[src/assert_macros.svh]
// Shared assertion macros for the deframer RTL.
`ifndef ASSERT_MACROS_SVH
`define ASSERT_MACROS_SVH

// Concurrent assertion on an explicit clock and active-low reset.
`define MFPD_ASSERT_CLK(label, clk, rstn, prop, msg) \
    label: assert property (@(posedge clk) disable iff (!rstn) (prop)) else $error(msg);

// Concurrent assertion on the block clock and reset.
`define MFPD_ASSERT(label, prop, msg) \
    `MFPD_ASSERT_CLK(label, aclk, aresetn, prop, msg)

`endif

[src/mfpd_pkg.sv]
package mfpd_pkg;

    // Frame limit and the derived widths.
    localparam int unsigned MAX_FRAME_BYTES = 512;
    localparam int unsigned CNT_W = $clog2(MAX_FRAME_BYTES + 1);
    localparam int unsigned PSAT_W = CNT_W + 1;
    localparam int unsigned POS_W = CNT_W + 2;
    localparam int unsigned SIZE_CAP = MAX_FRAME_BYTES - 24;
    localparam int unsigned SIZE_W = 9;

    localparam logic [31:0] FRAME_HEADER = 32'h0000_55aa;
    localparam logic [31:0] FRAME_FOOTER = 32'h0000_aa55;
    localparam logic [31:0] CRC_INIT = 32'hffff_ffff;
    localparam logic [31:0] CRC_XOROUT = 32'hffff_ffff;
    localparam logic [31:0] CRC_POLY = 32'hedb8_8320;

    // Result queue geometry.
    localparam int unsigned RQ_DEPTH = 4;
    localparam int unsigned RQ_PTR_W = $clog2(RQ_DEPTH);
    localparam int unsigned RQ_CNT_W = $clog2(RQ_DEPTH + 1);

    typedef enum logic {
        KIND_PAYLOAD,
        KIND_STATUS
    } kind_t;

    typedef enum logic [2:0] {
        ST_OK,
        ST_TRUNCATED,
        ST_BAD_HEADER,
        ST_LEN_SHORT,
        ST_CRC_ERROR,
        ST_BAD_FOOTER
    } status_t;

    typedef struct packed {
        kind_t              kind;
        logic [7:0]         payload_byte;
        logic [31:0]        sequence_res;
        logic [31:0]        command;
        logic [SIZE_W-1:0]  payload_size;
        status_t            status;
        logic               last_of_run;
    } res_t;

    // Results produced by one accepted byte: zero, one or two.
    typedef struct packed {
        logic [1:0] n;
        res_t       r0;
        res_t       r1;
    } res_push_t;

    // Reflected CRC-32 update by one byte.
    function automatic logic [31:0] crc32_byte(input logic [31:0] crc, input logic [7:0] b);
        logic [31:0] c;
        c = crc ^ {24'h0, b};
        for (int k = 0; k < 8; k++) begin
            c = c[0] ? ((c >> 1) ^ CRC_POLY) : (c >> 1);
        end
        return c;
    endfunction

endpackage

[src/mfpd_parse.sv]
`include "assert_macros.svh"

module mfpd_parse
    import mfpd_pkg::*;
(
    input  logic       aclk,
    input  logic       aresetn,
    input  logic       in_accept,
    input  logic [7:0] in_byte,
    input  logic       in_eod,
    output res_push_t  push
);

    logic [CNT_W-1:0]  byte_count_reg, byte_count_next, count_upd;
    logic [31:0]       header_reg, header_next, header_upd;
    logic [31:0]       seq_reg, seq_next, seq_upd;
    logic [31:0]       cmd_reg, cmd_next, cmd_upd;
    logic [31:0]       len_reg, len_next, len_upd;
    logic [31:0]       crc_reg, crc_next, crc_upd;
    logic [31:0]       rx_crc_reg, rx_crc_next, rx_crc_upd;
    logic [31:0]       rx_ftr_reg, rx_ftr_next, rx_ftr_upd;

    logic              in_window;
    logic [31:0]       plen_cur;
    logic [PSAT_W-1:0] plen_sat;
    logic [POS_W-1:0]  pos_x;
    logic [POS_W-1:0]  plen_x;
    logic              emit_payload;
    logic [31:0]       plen_upd;
    logic [31:0]       size_full;
    logic              short_frame;
    status_t           status_code;
    res_t              payload_res;
    res_t              status_res;

    // Per-byte field capture and CRC update.
    always_comb begin
        in_window  = byte_count_reg < CNT_W'(MAX_FRAME_BYTES);
        plen_cur   = (len_reg >= 32'd8) ? (len_reg - 32'd8) : 32'd0;
        // Payload lengths beyond the counter range behave the same as the largest one.
        plen_sat   = (plen_cur[31:CNT_W] != '0) ? {1'b1, {CNT_W{1'b0}}}
                                                : {1'b0, plen_cur[CNT_W-1:0]};
        pos_x      = POS_W'(byte_count_reg);
        plen_x     = POS_W'(plen_sat);

        count_upd    = byte_count_reg;
        header_upd   = header_reg;
        seq_upd      = seq_reg;
        cmd_upd      = cmd_reg;
        len_upd      = len_reg;
        crc_upd      = crc_reg;
        rx_crc_upd   = rx_crc_reg;
        rx_ftr_upd   = rx_ftr_reg;
        emit_payload = 1'b0;

        if (in_window) begin
            if (byte_count_reg < CNT_W'(4)) begin
                header_upd = {header_reg[23:0], in_byte};
            end else if (byte_count_reg < CNT_W'(8)) begin
                seq_upd = {seq_reg[23:0], in_byte};
            end else if (byte_count_reg < CNT_W'(12)) begin
                cmd_upd = {cmd_reg[23:0], in_byte};
            end else if (byte_count_reg < CNT_W'(16)) begin
                len_upd = {len_reg[23:0], in_byte};
            end

            if (pos_x < plen_x + POS_W'(16)) begin
                crc_upd      = crc32_byte(crc_reg, in_byte);
                emit_payload = byte_count_reg >= CNT_W'(16);
            end else if (pos_x < plen_x + POS_W'(20)) begin
                rx_crc_upd = {rx_crc_reg[23:0], in_byte};
            end else if (pos_x < plen_x + POS_W'(24)) begin
                rx_ftr_upd = {rx_ftr_reg[23:0], in_byte};
            end
            count_upd = byte_count_reg + CNT_W'(1);
        end
    end

    // Frame verdict, taken from the state as it stands after this byte.
    always_comb begin
        plen_upd  = (len_upd >= 32'd8) ? (len_upd - 32'd8) : 32'd0;
        size_full = (plen_upd > 32'(SIZE_CAP)) ? 32'(SIZE_CAP) : plen_upd;
        if (len_upd >= 32'd8) begin
            short_frame = 33'(count_upd) < (33'(len_upd) + 33'd16);
        end else begin
            short_frame = count_upd < CNT_W'(24);
        end

        if (short_frame) begin
            status_code = ST_TRUNCATED;
        end else if (header_upd != FRAME_HEADER) begin
            status_code = ST_BAD_HEADER;
        end else if (len_upd < 32'd8) begin
            status_code = ST_LEN_SHORT;
        end else if (rx_crc_upd != (crc_upd ^ CRC_XOROUT)) begin
            status_code = ST_CRC_ERROR;
        end else if (rx_ftr_upd != FRAME_FOOTER) begin
            status_code = ST_BAD_FOOTER;
        end else begin
            status_code = ST_OK;
        end

        payload_res              = '0;
        payload_res.kind         = KIND_PAYLOAD;
        payload_res.payload_byte = in_byte;
        payload_res.status       = ST_OK;
        payload_res.last_of_run  = !in_eod;

        status_res              = '0;
        status_res.kind         = KIND_STATUS;
        status_res.sequence_res = seq_upd;
        status_res.command      = cmd_upd;
        status_res.payload_size = size_full[SIZE_W-1:0];
        status_res.status       = status_code;
        status_res.last_of_run  = 1'b1;

        push.n  = in_accept ? (2'(emit_payload) + 2'(in_eod)) : 2'd0;
        push.r0 = emit_payload ? payload_res : status_res;
        push.r1 = status_res;
    end

    // The frame state is cleared at the end of every datagram.
    always_comb begin
        byte_count_next = byte_count_reg;
        header_next     = header_reg;
        seq_next        = seq_reg;
        cmd_next        = cmd_reg;
        len_next        = len_reg;
        crc_next        = crc_reg;
        rx_crc_next     = rx_crc_reg;
        rx_ftr_next     = rx_ftr_reg;
        if (in_accept) begin
            if (in_eod) begin
                byte_count_next = '0;
                header_next     = '0;
                seq_next        = '0;
                cmd_next        = '0;
                len_next        = '0;
                crc_next        = CRC_INIT;
                rx_crc_next     = '0;
                rx_ftr_next     = '0;
            end else begin
                byte_count_next = count_upd;
                header_next     = header_upd;
                seq_next        = seq_upd;
                cmd_next        = cmd_upd;
                len_next        = len_upd;
                crc_next        = crc_upd;
                rx_crc_next     = rx_crc_upd;
                rx_ftr_next     = rx_ftr_upd;
            end
        end
    end

    always_ff @(posedge aclk) begin
        if (!aresetn) begin
            byte_count_reg <= '0;
            header_reg     <= '0;
            seq_reg        <= '0;
            cmd_reg        <= '0;
            len_reg        <= '0;
            crc_reg        <= CRC_INIT;
            rx_crc_reg     <= '0;
            rx_ftr_reg     <= '0;
        end else begin
            byte_count_reg <= byte_count_next;
            header_reg     <= header_next;
            seq_reg        <= seq_next;
            cmd_reg        <= cmd_next;
            len_reg        <= len_next;
            crc_reg        <= crc_next;
            rx_crc_reg     <= rx_crc_next;
            rx_ftr_reg     <= rx_ftr_next;
        end
    end

    `MFPD_ASSERT(a_count_bounded, byte_count_reg <= CNT_W'(MAX_FRAME_BYTES), "byte count beyond frame limit")
    `MFPD_ASSERT(a_eod_clears, (in_accept && in_eod) |=> (byte_count_reg == '0 && crc_reg == CRC_INIT), "frame state not cleared after end of datagram")
    `MFPD_ASSERT(a_pair_order, (push.n == 2'd2) |-> (push.r0.kind == KIND_PAYLOAD && push.r1.kind == KIND_STATUS && !push.r0.last_of_run), "paired results out of order")

endmodule

[src/mfpd_res_fifo.sv]
`include "assert_macros.svh"

module mfpd_res_fifo
    import mfpd_pkg::*;
(
    input  logic      aclk,
    input  logic      aresetn,
    input  res_push_t push,
    input  logic      pop,
    output res_t      head,
    output logic      not_empty,
    output logic      room_two
);

    res_t                mem_reg [RQ_DEPTH];
    logic [RQ_PTR_W-1:0] wr_ptr_reg, wr_ptr_next;
    logic [RQ_PTR_W-1:0] rd_ptr_reg, rd_ptr_next;
    logic [RQ_CNT_W-1:0] count_reg, count_next;
    logic [RQ_PTR_W-1:0] wr_ptr_p1;
    logic                do_pop;

    always_comb begin
        do_pop      = pop && not_empty;
        wr_ptr_p1   = wr_ptr_reg + RQ_PTR_W'(1);
        wr_ptr_next = wr_ptr_reg + RQ_PTR_W'(push.n);
        rd_ptr_next = do_pop ? (rd_ptr_reg + RQ_PTR_W'(1)) : rd_ptr_reg;
        count_next  = count_reg + RQ_CNT_W'(push.n) - RQ_CNT_W'(do_pop);
    end

    assign not_empty = count_reg != '0;
    assign room_two  = count_reg <= RQ_CNT_W'(RQ_DEPTH - 2);
    assign head      = mem_reg[rd_ptr_reg];

    always_ff @(posedge aclk) begin
        if (push.n != 2'd0) begin
            mem_reg[wr_ptr_reg] <= push.r0;
        end
        if (push.n == 2'd2) begin
            mem_reg[wr_ptr_p1] <= push.r1;
        end
    end

    always_ff @(posedge aclk) begin
        if (!aresetn) begin
            wr_ptr_reg <= '0;
            rd_ptr_reg <= '0;
            count_reg  <= '0;
        end else begin
            wr_ptr_reg <= wr_ptr_next;
            rd_ptr_reg <= rd_ptr_next;
            count_reg  <= count_next;
        end
    end

    `MFPD_ASSERT(a_count_limit, count_reg <= RQ_CNT_W'(RQ_DEPTH), "result queue count beyond depth")
    `MFPD_ASSERT(a_no_overflow, (push.n != 2'd0) |-> room_two, "results pushed without room")
    `MFPD_ASSERT(a_ptr_gap, (RQ_PTR_W'(wr_ptr_reg - rd_ptr_reg) == count_reg[RQ_PTR_W-1:0]), "queue pointers disagree with count")

endmodule

[src/magic_framed_packet_deframer_crc32_core.sv]
// Deframer for CRC-32 checked frames, fed one datagram byte per request. A frame is the
// big-endian header word 0x000055aa, a sequence word, a command word and a length word L,
// then L-8 payload bytes, a big-endian reflected CRC-32 over everything before it, and the
// footer word 0x0000aa55. Every payload byte leaves as a result of kind 0, offered at the
// earliest in the cycle after it is taken; the byte flagged as end of datagram also
// produces a status result (kind 1) carrying the sequence and command words, the payload
// size saturated at SIZE_CAP (488) and a status code, and the frame state is then cleared
// for the next datagram. Bytes past the footer and bytes beyond the frame limit are
// dropped, but an end-of-datagram flag on them still closes the datagram. The block takes
// one byte per clock cycle: each byte is handled by a single pass of field capture, a
// byte-wide CRC update and the frame verdict between the state registers and a four-entry
// result queue. A byte yielding two results offers them on the output in turn, and s_ready
// is low while fewer than two queue entries are free. Such a byte always ends a
// datagram, and the sixteen header bytes of any frame yield no result, so with a receiver
// that is always ready the queue never holds more than two results and bytes are taken
// back to back at one per cycle without a stall; only a stalling receiver, letting three
// or more results build up, holds the input back.

module magic_framed_packet_deframer_crc32_core
    import mfpd_pkg::*;
(
    input  logic              aclk,
    input  logic              aresetn,

    // Byte request channel.
    input  logic              s_valid,
    output logic              s_ready,
    input  logic [7:0]        s_data_byte,
    input  logic              s_end_of_datagram,

    // Result request channel.
    output logic              m_valid,
    input  logic              m_ready,
    output logic              m_kind,
    output logic [7:0]        m_payload_byte,
    output logic [31:0]       m_sequence_res,
    output logic [31:0]       m_command,
    output logic [SIZE_W-1:0] m_payload_size,
    output logic [2:0]        m_status,
    output logic              m_last_of_run
);

    logic      in_accept;
    logic      room_two;
    res_push_t push;
    res_t      head;

    // A byte is taken only when the queue can hold both results it may produce.
    assign s_ready   = room_two;
    assign in_accept = s_valid && s_ready;

    // Frame parser: the state registers and the per-byte logic that produces results.
    mfpd_parse u_parse (
        .aclk      (aclk),
        .aresetn   (aresetn),
        .in_accept (in_accept),
        .in_byte   (s_data_byte),
        .in_eod    (s_end_of_datagram),
        .push      (push)
    );

    // Result queue: decouples the two sides so that input keeps flowing while a result
    // waits to be taken.
    mfpd_res_fifo u_res_fifo (
        .aclk      (aclk),
        .aresetn   (aresetn),
        .push      (push),
        .pop       (m_ready),
        .head      (head),
        .not_empty (m_valid),
        .room_two  (room_two)
    );

    assign m_kind         = head.kind;
    assign m_payload_byte = head.payload_byte;
    assign m_sequence_res = head.sequence_res;
    assign m_command      = head.command;
    assign m_payload_size = head.payload_size;
    assign m_status       = head.status;
    assign m_last_of_run  = head.last_of_run;

endmodule

[config.mk]
export PLATFORM = sky130hd
export DESIGN_NAME = magic_framed_packet_deframer_crc32_core
export DESIGN_NICKNAME = d
export VERILOG_FILES = /design/src/mfpd_pkg.sv /design/src/mfpd_parse.sv /design/src/mfpd_res_fifo.sv /design/src/magic_framed_packet_deframer_crc32_core.sv
export VERILOG_INCLUDE_DIRS = /design/src /design/src/src
export SDC_FILE = /design/constraint.sdc
export NUM_CORES = 1
export LEC_CHECK = 0
export BUFFER_PORTS_ARGS = -buffer_cell sky130_fd_sc_hd__buf_2
export CAP_MARGIN = 0
export CORE_AREA = 8 8 323 325
export CTS_CLUSTER_DIAMETER = 40
export DETAILED_ROUTE_END_ITERATION = 12
export DIE_AREA = 0 0 331 333
export MAX_ROUTING_LAYER = met4
export PLACE_DENSITY_LB_ADDON = 0.2
export SETUP_SLACK_MARGIN = 0.02
export SYNTH_ARGS = -nofsm -noshare
export SYNTH_HDL_FRONTEND = slang
export SYNTH_HIERARCHICAL = 1
export SYNTH_SLANG_ARGS = --single-unit
[constraint.sdc]
create_clock -name aclk -period 17.5 [get_ports aclk]
set_clock_uncertainty 0.2 [all_clocks]
set_input_delay 3.5 -clock aclk [delete_from_list [all_inputs] [get_ports aclk]]
set_output_delay 3.5 -clock aclk [all_outputs]
set_load 0.05 [all_outputs]
; Word-level counts from Yosys, hierarchy flattened
; Memories as Yosys holds them, arrays and structs flattened. A register that Yosys moved wholly into a read port is not among the register bits.
; Index checks and enable logic that the tools add are counted.
[totals]
reg_bits = 241
latchBits = 0
ram_bits = 344
rom_bits = 0
inputBits = 13
out_inout_bits = 88
elab_cells = 121
memories = 1
[op_classes]
n_addsub = 13
n_mul = 0
div = 0
n_lt_le_gt_ge = 16
n_eq_ne = 4
n_shift = 0
mux = 60
bitwise_logic = 10
n_reduce_logical = 6
[mem_list]
columns = memory, depth, word_bits, read_ports, rd_ports_with_merged_regs, wr, line
row1 = u_res_fifo.mem_reg, 4, 86, 1, 1, 2, mfpd_res_fifo.sv:15  ; res_t mem_reg [RQ_DEPTH];
[ops]
columns = operator, count
row1 = 32-bit 2-to-1 mux, 40
row2 = 13-bit NOT with 14-bit output, 8
row3 = 86-bit 2-to-1 mux, 1
row4 = "32-bit by 4-bit >= comparator with 1-bit output, second input constant", 2
row5 = "32-bit by 4-bit subtractor with 32-bit output, second input constant", 2
row6 = "11-bit by 5-bit adder with 12-bit output, second input constant", 3
row7 = 10-bit by 12-bit < comparator with 1-bit output, 3
row8 = "32-bit by 5-bit adder with 33-bit output, second input constant", 1
row9 = 10-bit by 33-bit < comparator with 1-bit output, 1
row10 = "32-bit by 9-bit greater-than comparator with 1-bit output, second input constant", 1
row11 = "32-bit by 4-bit < comparator with 1-bit output, second input constant", 1
row12 = "32-bit by 15-bit != test with 1-bit output, second input constant", 1
row13 = "32-bit by 16-bit != test with 1-bit output, second input constant", 1
row14 = 32-bit != test, 1
row15 = 32-bit NOT, 1
row16 = 32-bit by 8-bit XOR with 32-bit output, 1
row17 = 22-bit nonzero test, 1
row18 = "10-bit by 4-bit < comparator with 1-bit output, second input constant", 2
row19 = "10-bit by 5-bit < comparator with 1-bit output, second input constant", 2
row20 = 10-bit 2-to-1 mux, 2
row21 = 3-bit 2-to-1 mux, 5
row22 = 11-bit 2-to-1 mux, 1
row23 = "10-bit by 1-bit adder with 10-bit output, second input constant", 1
row24 = "10-bit by 5-bit >= comparator with 1-bit output, second input constant", 1
row25 = other kinds (16), 26

; Depth between registers and ports, before layout
; Gate-level depths: netlist of the first run.
[logic_depth]
ltp_word = 26
depth_mapped = 35

; By module
; The synthesis of the first run kept the hierarchy.
[by_module_without_submodules]
columns = module, instances, cells_per_inst, area_each_um2, seq_area_each_um2
row1 = mfpd_res_fifo, 1, 883, 17309.1, 10510.1
row2 = mfpd_parse, 1, 2039, 16016.6, 4684.5
row3 = magic_framed_packet_deframer_crc32_core, 1, 1, 6.3, 0.0

; Worst setup path after synthesis of the first run
; No wires, ideal clock.
[synth_path]
path_type = flip-flop to flip-flop
startpoint = reg u_parse.len_reg[3]
endpoint = mem u_res_fifo/mem_reg[0][0] (netlist name) (enable)
setup_ns = 0.649
arrival_ns = 11.766
required_time_ns = 16.651
path_slack_ns = 4.885
path_stages_with_launch = 31
n_path_buf = 3
cell_sequence = dfxtp_1 -> inv_1 -> ha_1 -> clkbuf_1 -> nand4_1 -> clkbuf_1 -> nand2_1 -> a211o_1 -> a211oi_2 -> nor4b_4 -> inv_1 -> nor2_1 -> ha_1 -> nand2_1 -> xor2_1 -> nand2_1 -> ha_1 -> o21ai_0 -> nand2b_1 -> a21oi_1 -> o21ai_1 -> a21oi_1 -> nand4_1 -> o211ai_4 -> nand2_1 -> a21oi_1 -> clkbuf_1 -> ha_1 -> and2_1 -> o21bai_1 -> o21ai_0
[synth_lines]
columns = item, line
row1 = "start, declared", mfpd_parse.sv:18  ; logic [31:0] len_reg, len_next, len_upd;
row2 = "start signal, assigned", mfpd_parse.sv:170  ; len_reg <= len_next;
row3 = "end, declared", mfpd_res_fifo.sv:15

==> results of run 1 <==
==> cell usage in the layout (no fill, tap or decap), types with 53 or more instances in the layout <==
cell type	netlist	routed
nor2b_1	119	118
clkbuf_16	0	109
mux2_2	239	239
inv_1	191	191
nor2_1	164	161
mux4_2	86	86
a22oi_1	105	105
o22ai_1	113	113
dfxtp_1	243	241
buf_2	40	99
edfxtp_1	344	344
mux2_4	69	69
nand2_1	104	104
mux2i_1	126	126
and2_1	106	105
buf_4	20	53
a21oi_1	82	81
xnor2_1	104	104
==> path summary, 6_finish.rpt <==
check	from	to	slack [ns]	cells after the start
worst max-delay path	u_parse/len_reg[5]	u_res_fifo/mem_reg[2][49]	7.72	29
worst min-delay path	u_res_fifo/rd_ptr_reg[1]	flop	0.29	2
worst max register to register	u_parse/len_reg[5]	u_res_fifo/mem_reg[2][49]	7.72	29
worst min register to register	u_res_fifo/rd_ptr_reg[1]	flop	0.29	2
==> metrics by stage <==
step	hold slack [ns]	setup slack, ns
final	0.2870	7.715
after global routing	0.3315	6.893
after CTS	0.2935	7.749
after detailed placement	0.2735	7.801
after global placement	0.2641	7.858
after floorplan	0.2489	4.885
==> logic make-up after synthesis <==
group | Yosys count
other | 2
DFF | 587
adders and majority gates | 50
xor gates and xnor gates | 158
buffers and inverters | 399
muxes | 560
and+or+nand+nor | 731
AOI/OAI and AO/OA | 436
==> power by group <==
group          total, mW  internal (mW)  switching (mW)
registers           1.55           1.51          0.0398
logic               1.13          0.370           0.756
clock network       2.28           1.53           0.756
==> critical path: cells and delay by family, from the launching register on <==
| family | cells | cell delay, ns |
|---|---|---|
| adders and majority gates | 3 | 0.82 |
| DFF | 1 | 0.48 |
| xor gates and xnor gates | 1 | 0.14 |
| AOI/OAI and AO/OA | 9 | 1.84 |
| muxes | 1 | 0.40 |
| and+or+nand+nor | 9 | 3.29 |
| buffers and inverters | 6 | 2.29 |
==> metal layers <==
layer  up-vias  wire [um]  global-route usage
met5         -          0                   -
met4         0       2841             0.05519
met3       172       4318             0.02753
met2       512      46870              0.2902
met1     11820      44630              0.2329
li1      10920          -                   -
==> cell type report <==
cell class	instances	area, sq um
fill	9567	60270
multi-input combinational	1945	16540
sequential	587	15200
clock buffer	122	2846
tap	1298	1624
clock inverter	83	1165
timing repair buffer	153	904.6
inverter	192	720.7
antenna	1	2.502
==> key figures, run 1 <==
Route
  • Via total after detailed routing: 23430
  • Drt via density: about 5.3
  • Detailed-route wire length per cell: 22.52 um
  • DRC Markers: 0
  • Drt initial violations: 1595
  • Antenna Violating Nets Remaining: 0
  • First-pass iteration count of the detailed router: 5
  • Total Wirelength: 98.66 mm

Clock tree
  • Post-cts resize count: 0
  • Post-CTS Setup Bufs: 0
  • CTS buffer count: 108
  • Clock network latency to the later pin of the worst-skew pair: roughly 0.68 ns
  • Clk slew on worst S/H paths: about 0.05 ns
  • Root buffer cell: clkbuf_16
  • Clock Sink Count: 587
  • Clock tree from TritonCTS: done
  • Number of buffers on the longest clock path: 3
  • Level count of the clock H-tree: 3
  • Count of hold-fix buffers inserted at cts: 0

Worst hold path
  • Hold WC Path Type: reg -> reg

Timing
  • Slew at the pin with the worst max-slew slack: ~1.2 ns
  • Headroom to the max-slew limit: 0.1750
  • Tcrit/Tclk final: 0.5591
  • Clock period minus final worst setup slack: 9.785 ns
  • Max frequency: 102.2 MHz
  • Number of failing setup endpoints in the final timing report: 0
  • Total negative slack: 0 ns
  • Final Max Slew Viols: 0
  • Number of hold-slack violations in the final timing report: 0
  • Setup repair after global routing missed its margin: no

Finish
  • Final net count: 3050
  • Area delta synth->final: 17.01%
  • Post-route design area: 39000 sq um
  • Cell Count, Final, Fillers Out: between 4000 and 5000
  • Share of layout cells above drive strength 1: 0.2557
  • Largest register FFs: 344
  • Util after Layout: 0.3929

Synth
  • Share of synthesized flip-flops with an asynchronous set or reset: 0
  • Dominant combinational cell family by area after synthesis: multiplexers
  • Multiplexer share of the synthesized area: 0.2213
  • Number of flops mapped to enable cells by yosys: between 300 and 400
  • Cell type contributing the most total cell area after synthesis: edfxtp_1
  • Number of synthesis warnings: 6
  • Cell types with the highest counts after synthesis: edfxtp_1, dfxtp_1, mux2_2
  • Synthesized netlist cell count: 2923
  • Simple-gate share of the synthesized area: 0.1214
  • Mapped cell area: around 33000 sq um
  • Most common cell in the netlist: edfxtp_1
  • Xor-xnor portion of the synthesized cell area: 0.04234
  • Compound-gate portion of the synthesized area: 0.08758
  • Sequential share of the synthesized area: 0.4559
  • Leading post-synthesis cells by cell area: edfxtp_1, dfxtp_1, mux2_2, mux4_2, mux2i_1
  • Avg Cell Area, Syn: 11.40 sq um
  • Most used DFF post-synth: edfxtp_1
  • Synth Area in Adders: 0.01899
  • Number of distinct library cells after synthesis: 86
  • Post-synth top area share: 0.3099
  • Register bit total from synthesis: 587

Flow run
  • Max Cap Violations: 0

Power and ir drop
  • Lkg Pwr: 15.01 nW
  • Power per unit of standard cell area: 127.2 nW/um^2
  • Power consumption: 4.959 mW
  • Max rail drop VDD: 80.25 uV

GRT
  • Number of global-route vias before repair: 24390
  • Total overflow reported by the global router: 0
  • All-layer global routing usage: 0.1800
  • Wire length of the first global-routing pass: 149.9 mm
  • Antenna violations before repair: 4
  • Maximum number of pins on one net before global-route repair: ~150

Floorplanning
  • Number of I/O pins: 101
  • Die height: 333 um
  • Starting density of the core: 0.3358
  • Row cnt: 116
  • Placeable core area: about 99000 sq um
  • Total Die Area: 110200 sq um
  • Horizontal die dimension: approximately 330 um

Setup path
  • Highest cell delay on the worst timing path: 0.77 ns
  • Critical Setup Path Class: reg -> reg
  • Critical Path Most Common Cell: buf_4
  • Critical path launch point type: flop
  • Critical Path Fanout Max: 45
  • Critical path endpoint category: flop
  • Data required time of the worst path: 17.72 ns
  • Critical path arrival: 10.01 ns
  • CP max-delay cell: buf_4

Placement
  • Number of port buffers: 100
  • Final RePlAce weighted congestion: a little under 0.9
  • Half-perimeter wire length after detailed placement: 60.88 mm
  • Number of placed cells counting well taps: 4175
  • Area of placed instances: 34990 sq um

Run status
  • Result of the run: completed
(Power assumes the default switching activity.)
==> run 2: changes to the inputs <==
--- a/config.mk
+++ b/config.mk
@@ -6,12 +6,13 @@
 export SDC_FILE = /design/constraint.sdc
 export NUM_CORES = 1
 export LEC_CHECK = 0
+export ABC_AREA = 1
 export BUFFER_PORTS_ARGS = -buffer_cell sky130_fd_sc_hd__buf_2
 export CAP_MARGIN = 0
-export CORE_AREA = 8 8 323 325
+export CORE_AREA = 8 8 330 332
 export CTS_CLUSTER_DIAMETER = 40
 export DETAILED_ROUTE_END_ITERATION = 12
-export DIE_AREA = 0 0 331 333
+export DIE_AREA = 0 0 338 340
 export MAX_ROUTING_LAYER = met4
 export PLACE_DENSITY_LB_ADDON = 0.2
 export SETUP_SLACK_MARGIN = 0.02
==> constraint.sdc (replaced) <==
create_clock -name aclk -period 9.75 [get_ports aclk]
set_clock_uncertainty 0.2 [all_clocks]
set_input_delay 1.95 -clock aclk [delete_from_list [all_inputs] [get_ports aclk]]
set_output_delay 1.95 -clock aclk [all_outputs]
set_load 0.05 [all_outputs]
==> run 2 against run 1 <==
Compared with the run above:
- sequential power up 81%
- final cell count up 41%
- routed wire length up 8.7%
- setup slack worse by 5.7 ns
- non-clock buffer count down 18
- first-iteration DRC count up 62%
- hold slack worse by 0.026 ns
- total power up 83%
- synthesized cell count up 61%
- largest power group unchanged
- highest routed layer unchanged
==> key figures, run 2 <==
Run status
  • Result of the run: completed

Finish
  • Area delta synth->final: 14.19%
  • Most frequent cells in the layout: nand2_1, inv_1, nor2_1
  • Share of layout cells above drive strength 1: 0.09574 (-0.1599)
  • Most frequent standard cell in the layout excluding fill and tap cells: nand2_1
  • Number of filler cells placed in the layout: 10790 (+13%)
  • Final net count: 4734 (+55%)
  • Post-route design area: 39900 sq um (+2.3%)
  • Largest register FFs: 344 (unchanged)

Setup path
  • CP max-delay cell: nand2_2
  • Critical path endpoint category: flop
  • Critical Setup Path Class: reg -> reg
  • Critical Path Fanout Max: 40 (-11%)
  • Critical path arrival: 7.89 ns (-2.12 ns)
  • Buf+Inv Stages, Crit Path: 4 (-2)
  • Highest cell delay on the worst timing path: 0.74 ns (-0.03 ns)
  • Critical Path Most Common Cell: nand2_1
  • Data required time of the worst path: 9.93 ns (-7.79 ns)
  • Critical path launch point type: flop
  • Delay-heaviest family, CP: simple AND/OR/NAND/NOR gates

Clock tree
  • Count of hold-fix buffers inserted at cts: 0 (unchanged)
  • Post-CTS Setup Bufs: 0 (unchanged)
  • Clock Sink Count: 587 (unchanged)
  • Clock tree from TritonCTS: done
  • Root buffer cell: clkbuf_16
  • Level count of the clock H-tree: 3 (unchanged)
  • Post-cts resize count: 0 (unchanged)
  • CTS buffer count: 108 (unchanged)
  • Number of buffers on the longest clock path: 3 (unchanged)
  • Clock network latency to the later pin of the worst-skew pair: 0.67 ns (about the same)
  • Clk slew on worst S/H paths: 0.05 ns (about the same)

Power and ir drop
  • Clock network fraction of design power: 0.429 (-0.032)
  • Switching share of power: 0.3481 (+0.03518)
  • Internal Pwr Total: 5.924 mW (+74%)
  • Part of the total power dissipated in combinational logic: 0.262 (+0.035)
  • Max rail drop VDD: 154.9 uV (+93%)
  • Power consumption: 9.087 mW (+83%)
  • Register share of total power: 0.309 (-0.003)
  • P_sw: 3.163 mW (+100%)
  • Power per unit of standard cell area: 227.7 nW/um^2 (+79%)
  • Lkg Pwr: 15.59 nW (+3.8%)

Floorplanning
  • Placeable core area: 104100 sq um (+4.8%)
  • Total Die Area: 114900 sq um (+4.3%)
  • Row cnt: 119 (+2.6%)
  • Number of I/O pins: 101 (unchanged)
  • Horizontal die dimension: 338 um (+2.1%)
  • Starting density of the core: 0.3358 (about the same)
  • Die height: 340 um (+2.1%)

Synth
  • Most common cell in the netlist: nand2_1
  • Number of flops mapped to enable cells by yosys: 344 (unchanged)
  • Leading post-synthesis cells by cell area: edfxtp_1, nand2_1, dfxtp_1, o21ai_0, inv_1
  • Number of synthesis warnings: 6 (unchanged)
  • Avg Cell Area, Syn: 7.426 sq um (-35%)
  • Cell type contributing the most total cell area after synthesis: edfxtp_1
  • Share of synthesized flip-flops with an asynchronous set or reset: 0 (unchanged)
  • Register bit total from synthesis: 587 (unchanged)
  • Synthesized netlist cell count: 4706 (+61%)
  • Sequential share of the synthesized area: 0.4348 (-0.02104)
  • Post-synth top area share: 0.2956 (-0.01430)
  • Number of distinct library cells after synthesis: 58 (-33%)
  • Mapped cell area: 34940 sq um (+4.8%)
  • Most used DFF post-synth: edfxtp_1
  • Cell types with the highest counts after synthesis: nand2_1, inv_1, nor2_1

Placement
  • Half-perimeter wire length after detailed placement: 66.80 mm (+9.7%)
  • Placement Setup Slack: 2.006 ns (-5.795 ns)
  • Area of placed instances: 36070 sq um (+3.1%)
  • Number of port buffers: 100 (unchanged)
  • Final RePlAce weighted congestion: 0.8692 (-0.18%)

Flow run
  • Max Cap Violations: 0 (unchanged)

Route
  • Antenna Violating Nets Remaining: 0 (unchanged)
  • Detailed-route wire length per cell: 17.41 um (-23%)
  • First-pass iteration count of the detailed router: 5 (unchanged)
  • Drt initial violations: 2580 (+62%)
  • Via total after detailed routing: 30710 (+31%)
  • DRC Markers: 0 (unchanged)
  • Total Wirelength: 107.2 mm (+8.7%)
  • Drt via density: 4.989 (-6.7%)

Timing
  • Total negative slack: 0 ns (unchanged)
  • Number of failing setup endpoints in the final timing report: 0 (unchanged)
  • Clock period minus final worst setup slack: 7.712 ns (-2.073 ns)
  • Headroom to the max-slew limit: 0.1786 (+0.003616)
  • Slew at the pin with the worst max-slew slack: 1.232 ns (-0.005257 ns)
  • Max frequency: 129.7 MHz (+27%)
  • Number of hold-slack violations in the final timing report: 0 (unchanged)
  • Worst Slack Setup Final: 2.038 ns (-5.677 ns)
  • Final-layout worst hold slack: 0.2610 ns (-0.02604 ns)
  • Tcrit/Tclk final: 0.7909 (+0.2318)
  • Final Max Slew Viols: 0 (unchanged)
  • Setup repair after global routing missed its margin: no

GRT
  • Wire length of the first global-routing pass: 167.4 mm (+12%)
  • Total overflow reported by the global router: 0 (unchanged)
  • Antenna violations before repair: 13 (+9)
  • Maximum number of pins on one net before global-route repair: 176 (+20%)
  • Number of global-route vias before repair: 29010 (+19%)
  • All-layer global routing usage: 0.1863 (+0.006313)

Worst hold path
  • Hold WC Path Type: reg -> reg
run 2: changes by cell type after synthesis, sizes merged, moves of 159 or more:
cell / delta
nand3: +159
inv: +260
mux2: -314
a21oi: +169
o21ai: +601
nor2: +229
nand2: +1277
run 2: layout make-up:
type / count / area (sq um) / area share
Multi-Input combinational cell: 3384 / 16600 / 0.4160
Clock buffer: 131 / 2944 / 0.07378
Antenna cell: 2 / 5.005 / 0.0001254
Clock inverter: 71 / 880.8 / 0.02207
Inverter: 455 / 1720 / 0.04311
Tap cell: 1391 / 1740 / 0.04361
Timing Repair Buffer: 135 / 813.3 / 0.02038
Sequential cell: 587 / 15200 / 0.3810
run 2: stage by stage:
stage / util / cells
after floorplan: - / 4714
after global placement: 0.3466 / 5952
after detailed placement: 0.3466 / 5952
after CTS: 0.3834 / 6154
after global routing: 0.3834 / 6156
final: 0.3834 / 6156
run 2: worst paths after layout:
| path | cells past startpoint | from | end | slack [ns] |
|---|---|---|---|---|
| worst max-delay path | 42 | u_parse/len_reg[3] | u_res_fifo/mem_reg[1][3] | 2.04 |
| worst min-delay path | 2 | u_parse/seq_reg[24] | u_parse/seq_reg[24] | 0.26 |
| worst max register to register | 42 | u_parse/len_reg[3] | u_res_fifo/mem_reg[1][3] | 2.04 |
| worst min register to register | 2 | u_parse/seq_reg[24] | u_parse/seq_reg[24] | 0.26 |
run 2: cell families after synthesis:
logic type	count (synthesis)	synth area share
adder cells (fa/ha/maj)	50	0.01812
AND/OR/NAND/NOR	2119	0.2527
buffers and inverters	743	0.09352
other	2	0.0002149
flip-flops	587	0.4348
XOR/XNOR	138	0.03459
multiplexers	35	0.01124
AO/OA/AOI/OAI	1032	0.1548
run 2: worst reg2reg max path: cells and delay by family (launching register included):
family,cells,cell delay (ns)
XOR/XNOR,1,0.14
AND/OR/NAND/NOR,32,5.36
adder cells (fa/ha/maj),3,0.73
buffers and inverters,4,0.44
flip-flops,1,0.33
AO/OA/AOI/OAI,2,0.26
run 2: power by group through the flow:
stage	clock, mW	sequential, mW	combinational (mW)
6_report	3.90	2.81	2.38
5_1_grt	4.07	2.82	2.59
4_1_cts	3.97	2.81	2.41
3_5_place_dp	0	2.86	2.40
3_3_place_gp	0	2.86	2.40
2_1_floorplan	0	2.82	1.74
run 2: layer usage:
| metal | wire length (um) | vias up | track usage | part of all wire |
|---|---|---|---|---|
| met5 | 0 | - | - | 0 |
| met4 | 2639 | 0 | 0.04764 | 0.025 |
| met3 | 5605 | 166 | 0.02849 | 0.052 |
| met2 | 48970 | 754 | 0.2947 | 0.46 |
| met1 | 49990 | 14280 | 0.2491 | 0.47 |
| li1 | - | 15520 | - | - |
==> run 3: changes to the inputs <==
--- a/config.mk
+++ b/config.mk
@@ -6,13 +6,13 @@
 export SDC_FILE = /design/constraint.sdc
 export NUM_CORES = 1
 export LEC_CHECK = 0
-export ABC_AREA = 1
+export ABC_AREA = 0
 export BUFFER_PORTS_ARGS = -buffer_cell sky130_fd_sc_hd__buf_2
 export CAP_MARGIN = 0
-export CORE_AREA = 8 8 330 332
+export CORE_AREA = 8 8 323 325
 export CTS_CLUSTER_DIAMETER = 40
 export DETAILED_ROUTE_END_ITERATION = 12
-export DIE_AREA = 0 0 338 340
+export DIE_AREA = 0 0 331 333
 export MAX_ROUTING_LAYER = met4
 export PLACE_DENSITY_LB_ADDON = 0.2
 export SETUP_SLACK_MARGIN = 0.02
==> constraint.sdc (replaced) <==
create_clock -name aclk -period 6.4 [get_ports aclk]
set_clock_uncertainty 0.2 [all_clocks]
set_input_delay 1.28 -clock aclk [delete_from_list [all_inputs] [get_ports aclk]]
set_output_delay 1.28 -clock aclk [all_outputs]
set_load 0.05 [all_outputs]
==> run 3 against run 2 <==
Compared with the run above:
- the run now ends with setup timing left
- global-route usage up 0.35 points
- routed wire length up 0.89%
- count of clock-buffer cells in the layout down 14
- total power up 48%
- sequential cell count unchanged
- sequential power up 53%
- clock power up 46%
- combinational power up 47%
- largest cell class unchanged
- largest power group unchanged
==> key figures, run 3 (synthesis results as in run 1) <==
GRT
  • Antenna violations before repair: 5 (-8)
  • Total overflow reported by the global router: 0 (unchanged)
  • Wire length of the first global-routing pass: 158.6 mm (-5.3%)
  • All-layer global routing usage: 0.1898 (+0.003459)
  • Number of global-route vias before repair: 25690 (-11%)
  • Maximum number of pins on one net before global-route repair: 244 (+39%)

Route
  • Drt initial violations: 1568 (-39%)
  • Total Wirelength: 108.2 mm (+0.89%)
  • Via total after detailed routing: 25140 (-18%)
  • Antenna Violating Nets Remaining: 0 (unchanged)
  • First-pass iteration count of the detailed router: 6 (+1)
  • Detailed-route wire length per cell: 22.85 um (+31%)
  • Drt via density: 5.310 (+6.4%)
  • DRC Markers: 0 (unchanged)

Timing
  • Slew at the pin with the worst max-slew slack: 1.151 ns (-0.08134 ns)
  • Number of failing setup endpoints in the final timing report: 689 (+689)
  • Final Max Slew Viols: 0 (unchanged)
  • Worst Slack Setup Final: -0.6136 ns (-2.652 ns)
  • Number of hold-slack violations in the final timing report: 0 (unchanged)
  • Setup repair after global routing missed its margin: yes
  • Headroom to the max-slew limit: 0.2328 (+0.05423)
  • Tcrit/Tclk final: 1.096 (+0.3049)
  • Max frequency: 142.6 MHz (+10%)
  • Clock period minus final worst setup slack: 7.014 ns (-0.6980 ns)

Clock tree
  • Clk slew on worst S/H paths: 0.05 ns (about the same)
  • Clock Sink Count: 587 (unchanged)
  • CTS buffer count: 100 (-7.4%)
  • Clock network latency to the later pin of the worst-skew pair: 0.68 ns (about the same)
  • Root buffer cell: clkbuf_16
  • Level count of the clock H-tree: 3 (unchanged)
  • Clock tree from TritonCTS: done
  • Number of buffers on the longest clock path: 3 (unchanged)
  • Count of hold-fix buffers inserted at cts: 0 (unchanged)

Setup path
  • Critical Path Most Common Cell: nand4_1
  • Data required time of the worst path: 6.73 ns (-3.20 ns)
  • Critical path arrival: 7.35 ns (-0.54 ns)
  • Register-to-register setup slack: -0.61 ns (-2.65 ns)
  • Buf+Inv Stages, Crit Path: 6 (+2)
  • Delay-heaviest family, CP: simple AND/OR/NAND/NOR gates
  • Critical Setup Path Class: reg -> reg
  • Critical path launch point type: flop
  • CP max-delay cell: or4_4
  • Critical path endpoint category: flop
  • Highest cell delay on the worst timing path: 0.56 ns (-0.18 ns)
  • Critical Path Fanout Max: 6 (-85%)

Power and ir drop
  • Power per unit of standard cell area: 305.1 nW/um^2 (+34%)
  • Power consumption: 13.49 mW (+48%)
  • Lkg Pwr: 17.37 nW (+11%)
  • Max rail drop VDD: 232.9 uV (+50%)

Floorplanning
  • Starting density of the core: 0.3358 (about the same)
  • Total Die Area: 110200 sq um (-4.1%)
  • Die height: 333 um (-2.1%)
  • Horizontal die dimension: 331 um (-2.1%)
  • Placeable core area: 99280 sq um (-4.6%)
  • Row cnt: 116 (-2.5%)
  • Number of I/O pins: 101 (unchanged)

Finish
  • Most frequent cells in the layout: edfxtp_1, buf_4, dfxtp_1
  • Cell Count, Final, Fillers Out: 4734 (-23%)
  • Most frequent standard cell in the layout excluding fill and tap cells: edfxtp_1
  • Share of layout cells above drive strength 1: 0.3632 (+0.2675)
  • Largest register FFs: 344 (unchanged)
  • Final net count: 3409 (-28%)
  • Area delta synth->final: 32.64%

Run status
  • Result of the run: finished with violations
  • Violations in the final reports: setup timing

Placement
  • Number of placed cells counting well taps: 4429 (-26%)
  • Half-perimeter wire length after detailed placement: 68.98 mm (+3.3%)
  • Final RePlAce weighted congestion: 0.9525 (+9.6%)
  • Number of port buffers: 100 (unchanged)

Worst hold path
  • Hold WC Path Type: reg -> reg

Flow run
  • Max Cap Violations: 0 (unchanged)
==> run 3: worst paths after layout <==
path / startpoint / to / cells after the start
max reg2reg: u_parse/len_reg[9] / u_res_fifo/mem_reg[2][1] / 33
max: u_parse/len_reg[9] / u_res_fifo/mem_reg[2][1] / 33
min reg2reg: u_res_fifo/rd_ptr_reg[1] / flop / 2
min: u_res_fifo/rd_ptr_reg[1] / flop / 2
==> run 3: area by class of cell <==
cell class	instances	area, sq um
multi-input combinational	1945	17610
timing repair buffer	520	5414
antenna	3	7.507
sequential	587	15200
fill	9027	55070
clock buffer	117	2709
inverter	192	720.7
clock inverter	72	927.1
tap	1298	1624
==> run 3: tightest hold or removal path, cell delays in order (launching register included) <==
cell	delay, ns
dfxtp_1	0.30
nand2_1	0.05
mux2i_1	0.07
==> run 3: where the power goes <==
| part | switching, mW | total (mW) | internal, mW |
|---|---|---|---|
| registers | 0.177 | 4.30 | 4.12 |
| logic | 2.15 | 3.51 | 1.37 |
| clock network | 2.07 | 5.68 | 3.61 |
==> run 3: timing repair <==
action                                  4_1_cts  5_1_grt
endpoints found under the setup margin      690      762
pin swaps                                    21       39
cloned                                       15       30
resized for setup                            63       90
buffers inserted                             47       34
==> run 3: per-layer routing <==
metal | vias to the layer above | track usage | wire (um)
met3 | 156 | 0.02635 | 5087
met4 | 0 | 0.04917 | 2330
met5 | - | - | 0
met2 | 630 | 0.3199 | 53550
li1 | 11630 | - | -
met1 | 12720 | 0.2391 | 47190
==> run 3: metrics by stage <==
step | TNS (ns) | area (sq um) | setup slack [ns] | hold slack (ns) | util
floorplan | -324.14 | 34330 | -0.8693 | 0.2489 | -
global placement | -314.57 | 38240 | -0.8662 | 0.2490 | 0.3852
detailed placement | -310.02 | 38240 | -0.9721 | 0.2656 | 0.3852
CTS | -129.17 | 43030 | -0.5345 | 0.2767 | 0.4334
global route | -424.71 | 44210 | -0.9884 | 0.3357 | 0.4453
finish | -213.06 | 44210 | -0.6136 | 0.2775 | 0.4453
